==> config.mk <==
export PLATFORM = sky130hd
export DESIGN_NAME = weighted_random_entry_selector
export DESIGN_NICKNAME = d
export VERILOG_FILES = /design/src/rtl/core/wres_pkg.sv /design/src/rtl/core/weighted_random_entry_selector.sv /design/src/rtl/core/wres_ram.sv
export SDC_FILE = /design/constraint.sdc
export NUM_CORES = 2
export LEC_CHECK = 0
export BUFFER_PORTS_ARGS = -buffer_cell sky130_fd_sc_hd__buf_4
export CAP_MARGIN = 5
export CORE_UTILIZATION = 55
export DETAILED_ROUTE_END_ITERATION = 6
export GPL_TIMING_DRIVEN = 0
export PLACE_DENSITY = 0.69
export SYNTH_ARGS = -nofsm -noshare
export SYNTH_HDL_FRONTEND = slang
export SYNTH_SLANG_ARGS = --single-unit
==> constraint.sdc <==
create_clock -name aclk -period 8.1 [get_ports aclk]
set_input_delay 0.81 -clock aclk [delete_from_list [all_inputs] [get_ports aclk]]
set_output_delay 0.81 -clock aclk [all_outputs]
set_load 0.02 [all_outputs]
==> src/rtl/core/wres_pkg.sv <==
// Package for the weighted random entry selector.
// Commands, status codes and controller states; no dependencies.
`default_nettype none
package wres_pkg;

    typedef enum logic [2:0] {
        CMD_REGISTER   = 3'd0,
        CMD_PICK_WGT   = 3'd1,
        CMD_PICK_UNI   = 3'd2,
        CMD_MARK_FULL  = 3'd3,
        CMD_MARK_AVAIL = 3'd4
    } cmd_t;

    typedef enum logic [2:0] {
        ST_OK          = 3'd0,
        ST_DUPLICATE   = 3'd1,
        ST_LIST_EMPTY  = 3'd2,
        ST_NOT_REG     = 3'd3,
        ST_ALREADY_AV  = 3'd4
    } status_t;

    typedef enum logic [2:0] {
        S_IDLE,
        S_EXEC,
        S_WALK,
        S_UNI,
        S_SCAN,
        S_SHIFT,
        S_APPEND,
        S_DONE
    } state_t;

    localparam int ID_BITS = 6;
    localparam int ID_DEPTH = 64;

endpackage
`default_nettype wire

==> src/rtl/core/weighted_random_entry_selector.sv <==
// Top level of the weighted random entry selector (roulette wheel selection).
// Uses wres_pkg and two wres_ram instances (entry weights, available list).
//
// Channel  Dir  Ports                         Contents
// s_       in   s_tvalid s_tready s_tdata     tdata: entry_id[5:0] weight_value[21:6]
//                         s_tuser                    random_fraction[37:22]; tuser: command
// m_       out  m_tvalid m_tready m_tdata     tdata: chosen_id[5:0] available_count[12:6]
//                         m_tuser                    tuser: status
//
// Weighted pick: the walk reads one list entry per cycle through the list RAM
// then the weight RAM. Mark full: a scan finds the entry's list position, then
// a shift moves each later entry down one place (none when the entry is last).
// Reset: aresetn low, synchronous; flag vectors, length and total clear, no pass.
// Stalls: a new beat is taken while the previous result waits on m_; a result
// that finds m_ still occupied holds the controller until it drains.
`default_nettype none
module weighted_random_entry_selector #(
    parameter int MAX_ENTRIES = 64,
    parameter int WEIGHT_BITS = 16
) (
    input  wire logic        aclk,
    input  wire logic        aresetn,
    input  wire logic        s_tvalid,
    output logic             s_tready,
    input  wire logic [39:0] s_tdata,   // entry_id, weight_value, random_fraction
    input  wire logic [2:0]  s_tuser,   // command
    output logic             m_tvalid,
    input  wire logic        m_tready,
    output logic      [15:0] m_tdata,   // chosen_id, available_count
    output logic      [2:0]  m_tuser    // status
);
    import wres_pkg::*;

    localparam int IW = $clog2(MAX_ENTRIES);          // list address
    localparam int LW = $clog2(MAX_ENTRIES + 1);      // list length
    localparam int CW = LW + 1;                       // walk counters, with headroom
    localparam int TW = WEIGHT_BITS + LW;             // total weight
    localparam logic [10:0] MAX_V = 11'(MAX_ENTRIES);

    state_t state_reg, state_next;

    logic [2:0]             cmd_reg, cmd_next;
    logic [ID_BITS-1:0]     id_reg, id_next;
    logic [15:0]            wt_reg, wt_next;
    logic [15:0]            rnd_reg, rnd_next;

    logic [LW-1:0]          len_reg, len_next;
    logic [TW-1:0]          total_reg, total_next;
    logic [ID_DEPTH-1:0]    regd_reg, regd_next;
    logic [ID_DEPTH-1:0]    listed_reg, listed_next;

    logic [CW-1:0]          iss_reg, iss_next;
    logic [CW-1:0]          lidx_reg, lidx_next;
    logic [ID_BITS-1:0]     id1_reg, id1_next;
    logic [CW-1:0]          idx1_reg, idx1_next;
    logic                   v1_reg, v1_next;
    logic [TW+15:0]         target_reg, target_next;
    logic [TW-1:0]          accum_reg, accum_next;
    logic [ID_BITS-1:0]     pick_reg, pick_next;
    logic [LW-1:0]          shk_reg, shk_next;
    logic                   pend_reg, pend_next;
    logic [IW-1:0]          pend_addr_reg, pend_addr_next;

    logic [2:0]             res_status_reg, res_status_next;
    logic [ID_BITS-1:0]     res_chosen_reg, res_chosen_next;

    logic                   m_tvalid_reg, m_tvalid_next;
    logic [15:0]            m_tdata_reg, m_tdata_next;
    logic [2:0]             m_tuser_reg, m_tuser_next;

    // memory ports
    logic                   wt_we;
    logic [ID_BITS-1:0]     wt_raddr;
    logic [WEIGHT_BITS-1:0] wt_rdata;
    logic                   ls_we;
    logic [IW-1:0]          ls_waddr, ls_raddr;
    logic [ID_BITS-1:0]     ls_wdata, ls_rdata;

    logic                   in_range;
    logic [WEIGHT_BITS-1:0] new_wt;
    logic [LW+15:0]         uprod;
    logic [LW-1:0]          uidx;
    logic [LW-1:0]          shk_inc;
    logic                   shk_issue;

    wres_ram #(.WIDTH(WEIGHT_BITS), .DEPTH(ID_DEPTH)) u_wt_ram (
        .aclk  (aclk),
        .we    (wt_we),
        .waddr (id_reg),
        .wdata (new_wt),
        .raddr (wt_raddr),
        .rdata (wt_rdata)
    );

    wres_ram #(.WIDTH(ID_BITS), .DEPTH(MAX_ENTRIES)) u_list_ram (
        .aclk  (aclk),
        .we    (ls_we),
        .waddr (ls_waddr),
        .wdata (ls_wdata),
        .raddr (ls_raddr),
        .rdata (ls_rdata)
    );

    assign in_range  = {5'd0, id_reg} < MAX_V;
    assign new_wt    = WEIGHT_BITS'(wt_reg);
    assign uprod     = (LW+16)'(len_reg) * (LW+16)'(rnd_reg);
    assign uidx      = (uprod[LW+15:16] >= len_reg) ? LW'(len_reg - 1'b1) : uprod[LW+15:16];
    assign shk_inc   = LW'(shk_reg + 1'b1);
    assign shk_issue = shk_inc < len_reg;

    assign s_tready = (state_reg == S_IDLE);
    assign m_tvalid = m_tvalid_reg;
    assign m_tdata  = m_tdata_reg;
    assign m_tuser  = m_tuser_reg;

    always_ff @(posedge aclk) begin
        if (!aresetn) begin
            state_reg    <= S_IDLE;
            len_reg      <= '0;
            total_reg    <= '0;
            regd_reg     <= '0;
            listed_reg   <= '0;
            v1_reg       <= 1'b0;
            pend_reg     <= 1'b0;
            m_tvalid_reg <= 1'b0;
        end else begin
            state_reg    <= state_next;
            len_reg      <= len_next;
            total_reg    <= total_next;
            regd_reg     <= regd_next;
            listed_reg   <= listed_next;
            v1_reg       <= v1_next;
            pend_reg     <= pend_next;
            m_tvalid_reg <= m_tvalid_next;
        end
        cmd_reg        <= cmd_next;
        id_reg         <= id_next;
        wt_reg         <= wt_next;
        rnd_reg        <= rnd_next;
        iss_reg        <= iss_next;
        lidx_reg       <= lidx_next;
        id1_reg        <= id1_next;
        idx1_reg       <= idx1_next;
        target_reg     <= target_next;
        accum_reg      <= accum_next;
        pick_reg       <= pick_next;
        shk_reg        <= shk_next;
        pend_addr_reg  <= pend_addr_next;
        res_status_reg <= res_status_next;
        res_chosen_reg <= res_chosen_next;
        m_tdata_reg    <= m_tdata_next;
        m_tuser_reg    <= m_tuser_next;
    end

    always_comb begin
        state_next      = state_reg;
        cmd_next        = cmd_reg;
        id_next         = id_reg;
        wt_next         = wt_reg;
        rnd_next        = rnd_reg;
        len_next        = len_reg;
        total_next      = total_reg;
        regd_next       = regd_reg;
        listed_next     = listed_reg;
        iss_next        = iss_reg;
        lidx_next       = lidx_reg;
        id1_next        = id1_reg;
        idx1_next       = idx1_reg;
        v1_next         = v1_reg;
        target_next     = target_reg;
        accum_next      = accum_reg;
        pick_next       = pick_reg;
        shk_next        = shk_reg;
        pend_next       = pend_reg;
        pend_addr_next  = pend_addr_reg;
        res_status_next = res_status_reg;
        res_chosen_next = res_chosen_reg;
        m_tvalid_next   = m_tvalid_reg;
        m_tdata_next    = m_tdata_reg;
        m_tuser_next    = m_tuser_reg;

        wt_we    = 1'b0;
        wt_raddr = id_reg;
        ls_we    = 1'b0;
        ls_waddr = len_reg[IW-1:0];
        ls_wdata = id_reg;
        ls_raddr = iss_reg[IW-1:0];

        if (m_tvalid_reg && m_tready) begin
            m_tvalid_next = 1'b0;
        end

        unique case (state_reg)
            S_IDLE: begin
                if (s_tvalid) begin
                    cmd_next   = s_tuser;
                    id_next    = s_tdata[5:0];
                    wt_next    = s_tdata[21:6];
                    rnd_next   = s_tdata[37:22];
                    state_next = S_EXEC;
                end
            end

            S_EXEC: begin
                res_status_next = ST_OK;
                res_chosen_next = '0;
                state_next      = S_DONE;
                case (cmd_reg)
                    CMD_REGISTER: begin
                        if (!in_range) begin
                            res_status_next = ST_NOT_REG;
                        end else if (regd_reg[id_reg]) begin
                            res_status_next = ST_DUPLICATE;
                        end else begin
                            wt_we             = 1'b1;
                            regd_next[id_reg] = 1'b1;
                            if (len_reg < LW'(MAX_ENTRIES)) begin
                                ls_we               = 1'b1;
                                listed_next[id_reg] = 1'b1;
                                len_next            = LW'(len_reg + 1'b1);
                                total_next          = total_reg + TW'(new_wt);
                            end
                        end
                    end
                    CMD_PICK_WGT: begin
                        if (len_reg == '0) begin
                            res_status_next = ST_LIST_EMPTY;
                        end else begin
                            target_next = (TW+16)'(total_reg) * (TW+16)'(rnd_reg);
                            ls_raddr    = '0;
                            lidx_next   = '0;
                            iss_next    = CW'(1);
                            v1_next     = 1'b0;
                            state_next  = S_WALK;
                        end
                    end
                    CMD_PICK_UNI: begin
                        if (len_reg == '0) begin
                            res_status_next = ST_LIST_EMPTY;
                        end else begin
                            ls_raddr   = uidx[IW-1:0];
                            state_next = S_UNI;
                        end
                    end
                    CMD_MARK_FULL: begin
                        if (!in_range || !regd_reg[id_reg]) begin
                            res_status_next = ST_NOT_REG;
                        end else if (listed_reg[id_reg]) begin
                            ls_raddr   = '0;
                            lidx_next  = '0;
                            iss_next   = CW'(1);
                            state_next = S_SCAN;
                        end
                    end
                    CMD_MARK_AVAIL: begin
                        if (!in_range || !regd_reg[id_reg]) begin
                            res_status_next = ST_NOT_REG;
                        end else if (listed_reg[id_reg]) begin
                            res_status_next = ST_ALREADY_AV;
                        end else begin
                            state_next = S_APPEND;
                        end
                    end
                    default: ;
                endcase
            end

            S_UNI: begin
                res_chosen_next = ls_rdata;
                state_next      = S_DONE;
            end

            S_APPEND: begin
                // weight of id_reg was read in the exec cycle
                if (len_reg < LW'(MAX_ENTRIES)) begin
                    ls_we               = 1'b1;
                    listed_next[id_reg] = 1'b1;
                    len_next            = LW'(len_reg + 1'b1);
                    total_next          = total_reg + TW'(wt_rdata);
                end
                state_next = S_DONE;
            end

            S_WALK: begin
                // issue -> list data -> weight data -> accumulate
                ls_raddr  = iss_reg[IW-1:0];
                lidx_next = iss_reg;
                iss_next  = CW'(iss_reg + 1'b1);
                wt_raddr  = ls_rdata;
                id1_next  = ls_rdata;
                idx1_next = lidx_reg;
                v1_next   = 1'b1;
                if (v1_reg) begin
                    if (idx1_reg == '0) begin
                        accum_next = TW'(wt_rdata);
                        pick_next  = id1_reg;
                        if (CW'(len_reg) == CW'(1)) begin
                            res_chosen_next = id1_reg;
                            state_next      = S_DONE;
                        end
                    end else if ({accum_reg, 16'd0} > target_reg) begin
                        res_chosen_next = pick_reg;
                        state_next      = S_DONE;
                    end else begin
                        accum_next = accum_reg + TW'(wt_rdata);
                        pick_next  = id1_reg;
                        if (CW'(idx1_reg + 1'b1) == CW'(len_reg)) begin
                            res_chosen_next = id1_reg;
                            state_next      = S_DONE;
                        end
                    end
                end
            end

            S_SCAN: begin
                if (ls_rdata == id_reg) begin
                    shk_next   = lidx_reg[LW-1:0];
                    pend_next  = 1'b0;
                    state_next = S_SHIFT;
                end else begin
                    ls_raddr  = iss_reg[IW-1:0];
                    lidx_next = iss_reg;
                    iss_next  = CW'(iss_reg + 1'b1);
                end
            end

            S_SHIFT: begin
                // read k+1 now, write it to k in the next cycle
                ls_raddr = shk_inc[IW-1:0];
                if (pend_reg) begin
                    ls_we    = 1'b1;
                    ls_waddr = pend_addr_reg;
                    ls_wdata = ls_rdata;
                end
                pend_next      = shk_issue;
                pend_addr_next = shk_reg[IW-1:0];
                if (shk_issue) begin
                    shk_next = shk_inc;
                end
                if (!shk_issue && !pend_reg) begin
                    len_next            = LW'(len_reg - 1'b1);
                    total_next          = total_reg - TW'(wt_rdata);
                    listed_next[id_reg] = 1'b0;
                    state_next          = S_DONE;
                end
            end

            S_DONE: begin
                if (!m_tvalid_reg || m_tready) begin
                    m_tvalid_next = 1'b1;
                    m_tuser_next  = res_status_reg;
                    m_tdata_next  = {3'd0, 7'(len_reg), res_chosen_reg};
                    state_next    = S_IDLE;
                end
            end

            default: state_next = S_IDLE;
        endcase
    end

    // listed entries and length agree
    a_len_count: assert property (@(posedge aclk) disable iff (!aresetn)
        $countones(listed_reg) == int'(len_reg))
        else $error("list length differs from listed entries");

    a_listed_reg: assert property (@(posedge aclk) disable iff (!aresetn)
        (listed_reg & ~regd_reg) == '0)
        else $error("listed entry not registered");

    a_empty_total: assert property (@(posedge aclk) disable iff (!aresetn)
        (len_reg == '0) |-> (total_reg == '0))
        else $error("empty list with nonzero total");

    a_shift_nohit: assert property (@(posedge aclk) disable iff (!aresetn)
        (state_reg == S_SHIFT && pend_reg) |-> (pend_addr_reg != shk_inc[IW-1:0]))
        else $error("shift write collides with read");

endmodule
`default_nettype wire

==> src/rtl/core/wres_ram.sv <==
// Generic single write port, single read port RAM with registered read.
// No dependencies.
`default_nettype none
module wres_ram #(
    parameter int WIDTH = 8,
    parameter int DEPTH = 64
) (
    input  wire logic                     aclk,
    input  wire logic                     we,
    input  wire logic [$clog2(DEPTH)-1:0] waddr,
    input  wire logic [WIDTH-1:0]         wdata,
    input  wire logic [$clog2(DEPTH)-1:0] raddr,
    output logic      [WIDTH-1:0]         rdata
);

    logic [WIDTH-1:0] mem [DEPTH];

    always_ff @(posedge aclk) begin
        if (we) begin
            mem[waddr] <= wdata;
        end
        rdata <= mem[raddr];
    end

endmodule
`default_nettype wire

==> summary.md <==
| Metric | Value |
|---|---|
| Area growth from synthesis to layout | `15.39%` |
| Synth Area in XOR/XNOR | `1.154%` |
| Depth of the worst register-to-register path | `28` |
| WL final | `272500 µm` |
| IO Pins | `68` |
| Detail Placement HPWL | `195000 µm` |
| Tot GR Track Use | `33.04%` |
| Critical Path RT | `8.84 ns` |
| CTS tree | `built` |
| Leakage | `37.55 nW` |
| Largest stage delay, worst path | `0.77 ns` |
| First-pass GRT wire length | `398000 µm` |
| # DRC | `0` |
| Pin count of the biggest net entering global routing | `46` |
| Drt wl/cell | `26.98 µm` |
| CTS Buf Count | `183` |
| Power Total | `33.47 mW` |
| Die W | `405.5 µm` |
| CP max FO | `10` |
| Largest register FFs | `1024` |
| Post-synth top flop | `edfxtp_1` |
| CP arrival | `8.95 ns` |
| Clk buf depth | `3` |
| Final worst slack | `-0.1107 ns` |
| Crit start category | `flop` |
| Starting DRT DRC Count | `8183` |
| Commonest non-fill, non-tap cell in the layout | `edfxtp_1` |
| Endpoint with the worst hold slack | `id_reg[4]` |
| Hold Fails Final Rpt | `0` |
| Final min period | `8.211 ns` |
| Vias in the first global route | `62505` |
| Area share of the largest cell type after synthesis | `53.14%` |
| Rel. slew slack | `7.840%` |
| Critical path type | `flop to flop` |
| GPL Wtd Cong | `1.004` |
| Vias | `63762` |
| MaxCap Viol Count | `0` |
| Hold wc startpoint | `s_tdata[4]` |
| # rows | `147` |
| PortBufs | `62` |
| FF+latch count, synth | `1771` |
| Hold Crit Depth | `1` |
| Synth unique cells | `96` |
| Post-Syn Area | `89560 µm²` |
| Leading area contributor after synthesis | `edfxtp_1` |
| Initial antenna violation count | `5` |
| FMAX | `121.8 MHz` |
| Reg2Reg Setup Slack | `-0.11 ns` |
| Starting density of the core | `55.59%` |
| Largest family of logic cells by synthesized area | `simple AND/OR/NAND/NOR gates` |
| Clock root buffer | `clkbuf_16` |
| Via density | `6.312` |
| Failing checks | `setup timing` |
| Clock network latency to the later pin of the worst-skew pair | `0.86 ns` |
| Commonest non-fill, non-tap cells in the layout | `edfxtp_1 (1585), nand2_1 (1120), and2_1 (451)` |
| Unrepaired setup endpoints after global routing | `true` |
| Top cells by area, synth | `edfxtp_1 (53%), fa_1 (8.1%), nand2_1 (4.8%)` |
| Adder and majority cell fraction of the synthesized area | `11.35%` |
| Register area share after synthesis | `57.30%` |
| Grt total ovfl | `0` |
| NumNets Final | `8431` |
| Die height | `405.5 µm` |
| HP Class | `primary input to flop` |
| Clk sinks | `1771` |
| Mapped Cells | `7347` |
| Pwr per Cell Area | `323.9 nW/µm²` |
| Yosys warnings | `0` |
| Synth Area in Compound Gates | `11.68%` |
| Final setup violation count | `6` |
| Crit. Startpoint | `rnd_reg[11]` |
| Router iterations before antenna repair | `6` |
| Worst flop-to-flop path endpoint | `u_list_ram.rdata[3]` |
| Clk slew on worst S/H paths | `0.06 ns` |
| Die area | `164500 µm²` |
| Skew final | `0.05439 ns` |
| CP max-delay cell | `clkbuf_1` |
| Synth Area in Simple Gates | `12.03%` |
| CP Capture Type | `flop` |
| Layout cell share with drive strength beyond 1 | `11.66%` |
| Final Cycle Share | `101.4%` |
| Pins over their slew limit | `0` |
| Run status | `complete, but fails checks` |
| Reg-to-reg startpoint | `rnd_reg[11]` |
| Syn_area_per_cell | `12.19 µm²` |
| ANT nets after route | `0` |
| Multiplexer share of the synthesized area | `2.524%` |
| Share of flip-flops with an asynchronous set or reset | `0%` |
| # H-tree levels | `4` |
| VDD IR max | `243.9 µV` |
| Worst-margin pin slew | `1.382 ns` |
| Core ar. | `161100 µm²` |
| Setup_tns | `-0.4125 ns` |
| EDFF count, synth | `1585` |
==> critical path: cells and delay by family, from the launching register on <==
kind                       cells  cell delay (ns)
AOI/OAI and AO/OA             12             2.86
adders and majority gates      6             2.39
buffers and inverters          5             1.40
and+or+nand+nor                3             0.69
DFF                            1             0.40
muxes                          1             0.21
xor gates and xnor gates       1             0.18
==> per-stage QoR <==
| step | instance area [µm²] | instances | worst slack (ns) | utilization (%) | hold slack, ns |
|---|---|---|---|---|---|
| 6_report | 103300 | 10101 | -0.1107 | 64.14 | 0.1426 |
| 3_5_place_dp | 95460 | 9686 | -3.046 | 59.25 | 0.4045 |
| 4_1_cts | 102600 | 10069 | -0.03372 | 63.70 | 0.09456 |
| 3_3_place_gp | 92740 | 9571 | -2.898 | 57.56 | 0.4060 |
| 2_1_floorplan | 89570 | 7349 | 0.2504 | - | 0.4003 |
| 5_1_grt | 103300 | 10100 | -0.2025 | 64.14 | 0.1119 |
==> synth_stat cells, drive strengths merged (8+ instances only) <==
library cell,count
o311a,33
nand3,103
o211ai,19
o21bai,39
nand3b,15
mux2,65
a311oi,135
a21o,84
nand2b,23
buf,84
nor3,53
nor2b,36
o31ai,20
a211oi,399
a31oi,159
ha,233
edfxtp,1585
nor2,253
and2,468
nor4,14
xor2,48
dfxtp,186
inv,430
and3,96
mux2i,128
a21oi,227
mux4,11
nand4,17
o22ai,33
or2,11
nand2,1135
a221oi,13
clkbuf,383
o211a,8
o21a,93
or3,37
xnor2,70
o21ai,108
fa,362
a21boi,15
==> per-layer routing <==
metal  up-vias  wire, µm  global-route usage (%)
li1      27477         -                       -
met1     31605    106600                   45.41
met2      3921    122400                   50.73
met3       755     30560                   7.538
met4         4     12920                   13.86
met5         -        31                       0
==> kinds of logic after synthesis <==
kind of cell | Yosys count
XOR/XNOR | 118
buffers and inverters | 899
multiplexers | 204
adder cells (fa/ha/maj) | 595
flip-flops | 1771
AO/OA/AOI/OAI | 1472
AND/OR/NAND/NOR | 2287
other | 1
==> final cells by class <==
class                   count  area [µm²]
plain buffers             453        2395
clock inverters           108       958.4
clock buffers             228        4943
well taps                2160        2703
repair buffers            269        3784
flip-flops and latches   1771       51340
fillers                 12096       57770
diodes                      1       2.502
inverters                 432        1622
multi-input cells        4679       35600
==> power breakdown <==
| group | total [mW] | internal [mW] | leakage, nW | switching (mW) |
|---|---|---|---|---|
| sequential | 11.2 | 10.7 | 15.8 | 0.462 |
| clock | 8.35 | 4.71 | 2.88 | 3.64 |
| combinational | 13.9 | 4.70 | 18.9 | 9.24 |
| total | 33.5 | 20.1 | 37.5 | 13.3 |
==> worst max-delay path by stage <==
stage and end:
2_1_floorplan u_list_ram.rdata[0], 3_3_place_gp u_list_ram.rdata[0], 3_5_place_dp u_list_ram.rdata[0], 4_1_cts u_list_ram.rdata[4], 5_1_grt u_list_ram.rdata[1], 6_report u_list_ram.rdata[3]
==> repair_timing <==
item	CTS	global route
hold buffers	0	0
setup endpoints to repair	7	9
gates resized for setup	205	118
cloned	0	2
setup buffers	58	32
pin swaps	36	54
Power figures use the tool's default switching activity.
